## src/rtl/core/wsp_pkg.sv

```systemverilog
// shared types and constants of the world-to-screen projection block
`timescale 1ns / 1ps
`default_nettype none

package wsp_pkg;

  // operation codes of an input transaction
  typedef enum logic {
    OP_LOAD    = 1'b0,
    OP_PROJECT = 1'b1
  } op_e;

  localparam int REG_W   = 15;  // viewport register width
  localparam int CLIP_W  = 50;  // clip coordinate, signed Q16.16 with headroom
  localparam int DIV_D_W = 49;  // positive clip w as an unsigned divisor
  localparam int QUO_W   = 40;  // quotient bits produced by the dividers
  localparam int SX_W    = 40;  // screen coordinate width
  localparam int DZ_W    = 32;  // depth width
  localparam int FIFO_DEPTH = 4;
  localparam int FIFO_AW    = 2;

  // saturation limits on the quotient magnitude
  localparam logic [QUO_W-1:0] SX_POS_LIM = QUO_W'((64'd1 << (SX_W - 1)) - 64'd1);
  localparam logic [QUO_W-1:0] SX_NEG_LIM = QUO_W'(64'd1 << (SX_W - 1));
  localparam logic [QUO_W-1:0] DZ_POS_LIM = QUO_W'((64'd1 << (DZ_W - 1)) - 64'd1);
  localparam logic [QUO_W-1:0] DZ_NEG_LIM = QUO_W'(64'd1 << (DZ_W - 1));

  // clip space point handed from the front to the back
  typedef struct packed {
    logic signed [CLIP_W-1:0] cx;
    logic signed [CLIP_W-1:0] cy;
    logic signed [CLIP_W-1:0] cz;
    logic signed [CLIP_W-1:0] cw;
  } clip_t;

endpackage

`default_nettype wire

```

## src/rtl/core/wsp_fifo.sv

```systemverilog
// short queue of clip points between the front and the back
`timescale 1ns / 1ps
`default_nettype none

module wsp_fifo (
  input  wire logic            clk_i,
  input  wire logic            rst_ni,
  input  wire logic            push_i,
  input  wsp_pkg::clip_t       data_i,
  output logic                 ready_o,
  output logic                 valid_o,
  output wsp_pkg::clip_t       data_o,
  input  wire logic            pop_i
);

  wsp_pkg::clip_t                mem_q [wsp_pkg::FIFO_DEPTH];
  logic [wsp_pkg::FIFO_AW-1:0]   wr_q;
  logic [wsp_pkg::FIFO_AW-1:0]   rd_q;
  logic [wsp_pkg::FIFO_AW:0]     count_q;
  logic                          do_push;
  logic                          do_pop;

  assign ready_o = (count_q != (wsp_pkg::FIFO_AW + 1)'(wsp_pkg::FIFO_DEPTH));
  assign valid_o = (count_q != '0);
  assign do_push = push_i && ready_o;
  assign do_pop  = pop_i && valid_o;
  assign data_o  = mem_q[rd_q];

  always_ff @(posedge clk_i or negedge rst_ni) begin
    if (!rst_ni) begin
      wr_q    <= '0;
      rd_q    <= '0;
      count_q <= '0;
    end else begin
      if (do_push) begin
        wr_q <= wr_q + 1'b1;
      end
      if (do_pop) begin
        rd_q <= rd_q + 1'b1;
      end
      if (do_push && !do_pop) begin
        count_q <= count_q + 1'b1;
      end else if (do_pop && !do_push) begin
        count_q <= count_q - 1'b1;
      end
    end
  end

  always_ff @(posedge clk_i) begin
    if (do_push) begin
      mem_q[wr_q] <= data_i;
    end
  end

endmodule

`default_nettype wire

```

## config.mk

```make
export PLATFORM = sky130hd
export DESIGN_NAME = wsp_fifo
export DESIGN_NICKNAME = d
export VERILOG_FILES = /design/src/rtl/core/wsp_pkg.sv /design/src/rtl/core/wsp_fifo.sv
export SDC_FILE = /design/constraint.sdc
export NUM_CORES = 1
export LEC_CHECK = 0
export BUFFER_PORTS_ARGS = -buffer_cell sky130_fd_sc_hd__clkbuf_2
export CORE_MARGIN = 2
export CORE_UTILIZATION = 30
export DETAILED_ROUTE_END_ITERATION = 8
export GPL_ROUTABILITY_DRIVEN = 0
export PLACE_DENSITY = 0.59
export RECOVER_POWER = 25
export SYNTH_ARGS = -nofsm -noshare
export SYNTH_HDL_FRONTEND = slang
export SYNTH_SLANG_ARGS = --single-unit
```

## constraint.sdc

```tcl
create_clock -name clk_i -period 18.8 [get_ports clk_i]
set_clock_uncertainty 0.2 [all_clocks]
set_input_delay 3.76 -clock clk_i [delete_from_list [all_inputs] [get_ports clk_i]]
set_output_delay 3.76 -clock clk_i [all_outputs]
set_load 0.01 [all_outputs]
```

==> impl_metrics.py, run 1 <==
metrics = {
    "power": {
        "finalPower_w": 0.00564,
        "power_frac_seq_pct": 44.2,
        "clockPowerShare_pct": 28.2,
        "power_density_nw_per_um2": 160,
        "p_sw_w": 0.00165,
        "intPower_w": 0.00399,
        "p_sw_share_pct": 29.2,
        "ir_drop_uv": 90.7,
        "combPwrFrac_pct": 27.6,
        "total_leakage_power_nw": 11.5,
    },
    "clock_network": {
        "worstSkewPairLatency_ns": 0.63,
        "clockBufferDepth": 3,
        "ctsResizeCount": 0,
        "root_buffer": "clkbuf_16",
        "clk_pin_slew_ns": 0.06,
        "htreeDepth": 3,
        "ctsHoldBuffers": 0,
        "cts_tree": "yes",
        "cts_sinks": 807,
        "cts_inserted_buffers": 86,
        "cts_setup_buffers": 0,
    },
    "sta": {
        "fmax_ghz": 0.122,
        "rsz0062_at_grt": "false",
        "period_needed_ns": 8.18,
        "timing.final.ws_setup_ns": 10.63,
        "worstMarginPinSlew_ns": 1.04,
        "finalCritPeriodShare_pct": 43.5,
        "slew_violations": 0,
        "slew_headroom_pct": 30.7,
        "setup_viol_count_final": 0,
        "fin_tns_setup_ns": 0,
        "hold_violations": 0,
    },
    "place": {
        "post-place-cells": 2735,
        "port_buffers": 405,
        "dpl.hpwl_um": 35800,
        "post-place-ws_ns": 11.00,
    },
    "setup_path": {
        "crit_fanout": 47,
        "required_ns": 14.84,
        "cp_data_arrival_time_ns": 4.21,
        "worst_r2r_path_depth": 5,
        "end_kind": "output port",
        "cp-start-kind": "register",
        "critical_path_class": "register to output port",
    },
    "yosys": {
        "synth_nets": 1290,
        "synth.distinct_cells": 19,
        "synth-xor-area-share_pct": 0.179,
        "synthAdderAreaFrac_pct": 0.281,
        "synth_top_family_by_area": "multiplexers",
        "ys_seq_elements": 807,
        "synth-simple-area-share_pct": 0.175,
        "synth_mux_area_share_pct": 15.4,
        "syn-instance-count": 1080,
        "ys_warn_count": 0,
        "synth_compound_area_share_pct": 0.0383,
        "postSynthAreaPerCell_sq_um": 27.2,
        "yosysSeqAreaShare_pct": 82.4,
        "synth_area_sq_um": 29400,
    },
    "detailed_routing": {
        "drtPass1Iterations": 4,
        "vias": 12975,
        "avgViaCountPerCell": 4.49,
        "drt_iter0_markers": 915,
        "wl_per_cell_um": 20.6,
        "drc": 0,
        "ant_nets": 0,
        "postRouteWirelength_um": 59600,
    },
    "grt": {
        "grt_use_total_pct": 11.7,
        "antenna_found_initial": 9,
        "grt_max_degree": 65,
        "overflow": 0,
        "grt_pass1_vias": 14207,
        "grt_pass1_wl_um": 87900,
    },
    "final_layout": {
        "fin_nets": 1757,
        "syn_to_final_growth_pct": 19.9,
        "final_cell_mix": "800 x edfxtp_1, 284 x clkbuf_2, 200 x mux4_2",
        "drive_gt1_share_pct": 38.7,
        "final_cells": 2888,
        "utilization_pct": 36.4,
        "layout_commonest_cell": "edfxtp_1",
    },
    "floorplanning": {
        "initial_core_util_pct": 30.3,
        "coreArea_sq_um": 96900,
        "die_area_sq_um": 100000,
        "ios": 406,
        "die_w_um": 317,
        "num_rows": 114,
        "die_h_um": 317,
    },
    "run_status": {
        "status": "complete, no violations",
    },
    "min_path": {
        "holdPathStages": 1,
        "hp-class": "register to register",
    },
    "run": {
        "cap_violations": 0,
    },
}
## worst max-delay path, stage by stage (launching register included)
cell      delay (ns)
dfrtp_4         1.03
buf_4           0.80
buf_4           0.85
mux4_2          0.63
clkbuf_2        0.15
## final cells by class
class	count	area, sq um
clock inverters	44	360
multi-input cells	225	4730
diodes	2	5.00
clock buffers	107	2290
repair buffers	424	2020
fillers	8874	61600
well taps	1276	1600
flip-flops and latches	807	24200
inverters	3	11.3
## power groups by stage
stage	clock [W]	sequential [W]	combinational, W
floorplan	0	0.00254	0.00109
global placement	0	0.00252	0.00162
detailed placement	0	0.00254	0.00162
CTS	0.00164	0.00250	0.00163
global route	0.00171	0.00253	0.00170
finish	0.00159	0.00249	0.00156
## per-stage QoR
step / instance area (sq um) / hold WS [ns]
6_report: 35200 / 0.333
5_1_grt: 35200 / 0.360
4_1_cts: 35400 / 0.337
3_5_place_dp: 32700 / 0.326
3_3_place_gp: 32700 / 0.309
2_1_floorplan: 29400 / 0.293
## routing by layer
layer / vias to the layer above / routed length, um / global-route usage [%]
met1: 6830 / 22800 / 13.6
li1: 5650 / - / -
met3: 100 / 5130 / 4.32
met2: 381 / 30200 / 19.9
met5: - / 86 / 0
met4: 14 / 1370 / 4.08
## state kept, by name, summed over array words and instances, names as in the netlist
name / cells
wr_q: 2
rd_q: 2
count_q: 3
mem_q: 800
## cell usage after synthesis
cell type / count / area [sq um]
or3_1: 1 / 6.26
clkbuf_1: 3 / 11.3
nand2_1: 2 / 7.51
fa_1: 1 / 20.0
mux4_2: 200 / 4500
a21boi_2: 1 / 11.3
xnor2_1: 4 / 35.0
xor2_1: 2 / 17.5
buf_6: 10 / 113
mux2_2: 2 / 22.5
and2_1: 4 / 25.0
ha_1: 5 / 62.6
nor2_1: 2 / 7.51
dfrtp_1: 7 / 175
edfxtp_1: 800 / 24000
nand3_1: 1 / 5.00
buf_2: 21 / 105
buf_12: 11 / 220
inv_1: 3 / 11.3
## logic make-up after synthesis
| family | Yosys count |
|---|---|
| muxes | 202 |
| AOI/OAI and AO/OA | 1 |
| xor gates and xnor gates | 6 |
| and+or+nand+nor | 10 |
| adders and majority gates | 6 |
| buffers and inverters | 48 |
| DFF | 807 |
## path summary, 6_finish.rpt
path                       startpoint      endpoint  slack, ns
setup / recovery              rd_q[0]    data_o[96]      10.63
hold / removal             count_q[2]    count_q[2]       0.33
setup reg to reg           count_q[0]  mem_q[3][86]      14.95
hold reg to reg            count_q[2]    count_q[2]       0.33
max in group asynchronous      rst_ni       rd_q[1]      15.25
min in group asynchronous      rst_ni    count_q[2]       2.83
(Power assumes the default switching activity.)
==> run 2, diff against run 1 <==
--- a/config.mk
+++ b/config.mk
@@ -10,7 +10,7 @@
 export CORE_UTILIZATION = 30
 export DETAILED_ROUTE_END_ITERATION = 8
 export GPL_ROUTABILITY_DRIVEN = 0
-export PLACE_DENSITY = 0.59
+export PLACE_DENSITY = 0.61
 export RECOVER_POWER = 25
 export SYNTH_ARGS = -nofsm -noshare
 export SYNTH_HDL_FRONTEND = slang
==> constraint.sdc (replaced) <==
create_clock -name clk_i -period 6.62 [get_ports clk_i]
set_clock_uncertainty 0.2 [all_clocks]
set_input_delay 1.324 -clock clk_i [delete_from_list [all_inputs] [get_ports clk_i]]
set_output_delay 1.324 -clock clk_i [all_outputs]
set_load 0.01 [all_outputs]
==> impl_metrics.py, run 2 (same netlist as run 1, synthesis figures left out) <==
metrics = {
    "run_status": {
        "status": "complete, no violations",
    },
    "detailed_routing": {
        "ant_nets": 0,
        "avgViaCountPerCell": 4.48,
        "drc": 0,
        "wl_per_cell_um": 20.9,
        "vias": 12971,
        "postRouteWirelength_um": 60400,
        "drt_iter0_markers": 961,
        "drtPass1Iterations": 5,
    },
    "grt": {
        "grt_pass1_wl_um": 89000,
        "antenna_found_initial": 11,
        "grt_use_total_pct": 11.9,
        "overflow": 0,
        "grt_pass1_vias": 14110,
        "grt_max_degree": 82,
    },
    "sta": {
        "fmax_ghz": 0.222,
        "period_needed_ns": 4.50,
        "slew_violations": 0,
        "finalCritPeriodShare_pct": 68.0,
        "slew_headroom_pct": 40.4,
        "holdWs_ns": 0.348,
        "rsz0062_at_grt": "false",
        "setup_viol_count_final": 0,
        "worstMarginPinSlew_ns": 0.893,
        "fin_tns_setup_ns": 0,
        "hold_violations": 0,
    },
    "final_layout": {
        "largest_reg_flops": 800,
        "syn_to_final_growth_pct": 21.1,
        "reg_top3": "mem_q (800), count_q (3)",
        "fin_nets": 1757,
        "drive_gt1_share_pct": 39.2,
        "regMostFlops": "mem_q",
        "fill_cells": 8799,
        "layout_commonest_cell": "edfxtp_1",
        "final_cell_mix": "800 x edfxtp_1, 283 x clkbuf_2, 200 x mux4_2",
    },
    "setup_path": {
        "end_kind": "output port",
        "required_ns": 5.10,
        "slowest_stage": "dfrtp_4",
        "cp_data_arrival_time_ns": 2.98,
        "critical_path_class": "register to output port",
        "cp-start-kind": "register",
        "cp_cell_sequence": "buf_12 > mux4_2 > clkbuf_2",
        "crit_fanout": 69,
        "slowest_delay_ns": 0.89,
        "reg2reg_slack_ns": 3.84,
    },
    "floorplanning": {
        "initial_core_util_pct": 30.3,
        "die_area_sq_um": 100000,
        "coreArea_sq_um": 96900,
        "die_h_um": 317,
        "ios": 406,
        "num_rows": 114,
        "die_w_um": 317,
    },
    "clock_network": {
        "cts_tree": "yes",
        "cts_sinks": 807,
        "clockBufferDepth": 3,
        "htreeDepth": 3,
        "ctsResizeCount": 0,
        "cts_setup_buffers": 0,
        "cts_inserted_buffers": 85,
        "ctsHoldBuffers": 0,
        "root_buffer": "clkbuf_16",
        "clk_pin_slew_ns": 0.06,
        "worstSkewPairLatency_ns": 0.65,
    },
    "power": {
        "total_leakage_power_nw": 11.6,
        "ir_drop_uv": 244,
        "power_density_nw_per_um2": 460,
    },
    "place": {
        "dpl.hpwl_um": 36300,
        "port_buffers": 405,
    },
    "min_path": {
        "hp-class": "register to register",
    },
    "run": {
        "cap_violations": 0,
    },
}
[run 2: critical path, delay by kind of cell, from the launching register on]
kind                   cells  cell delay, ns
buffers and inverters      2            0.63
multiplexers               1            0.60
flip-flops                 1            0.89
[run 2: worst paths after layout]
check,from,end,cells after the start
max,rd_q[0],data_o[139],3
min,count_q[2],count_q[2],1
max reg2reg,count_q[0],mem_q[0][116],4
min reg2reg,count_q[2],count_q[2],1
max in group asynchronous,rst_ni,rd_q[0],1
min in group asynchronous,rst_ni,count_q[1],1
[run 2: layout make-up]
type | instances | area, sq um | share of cell area (%)
diodes | 1 | 2.50 | 0.00703
clock buffers | 110 | 2240 | 6.30
clock inverters | 46 | 608 | 1.71
inverters | 3 | 11.3 | 0.0317
multi-input cells | 225 | 4730 | 13.3
flip-flops and latches | 807 | 24200 | 68.0
well taps | 1276 | 1600 | 4.49
repair buffers | 425 | 2170 | 6.11
[run 2: per-stage QoR]
step                      setup WS [ns]  power (W)  utilization (%)  cells  instance area [sq um]
after floorplan                    1.89     0.0102                -   1080                  29400
after global placement             2.69     0.0118             33.9   2736                  32900
after detailed placement           2.65     0.0119             33.9   2736                  32900
after CTS                          1.90     0.0167             36.9   2892                  35700
after global routing               1.84     0.0172             36.7   2893                  35600
final                              2.12     0.0164             36.7   2893                  35600
[run 2: report_power, final]
| group | internal, W | switching (W) | total [W] |
|---|---|---|---|
| clock | 0.00288 | 0.00193 | 0.00481 |
| combinational | 0.00199 | 0.00248 | 0.00448 |
| sequential | 0.00675 | 0.000334 | 0.00708 |
| total | 0.0116 | 0.00475 | 0.0164 |
[run 2: routing by layer]
metal / vias to the layer above / routed length [um] / global-route usage [%]
met4: 18 / 1170 / 3.90
met5: - / 103 / 0
met1: 6813 / 22900 / 14.0
met3: 96 / 5800 / 4.87
li1: 5640 / - / -
met2: 404 / 30400 / 19.9
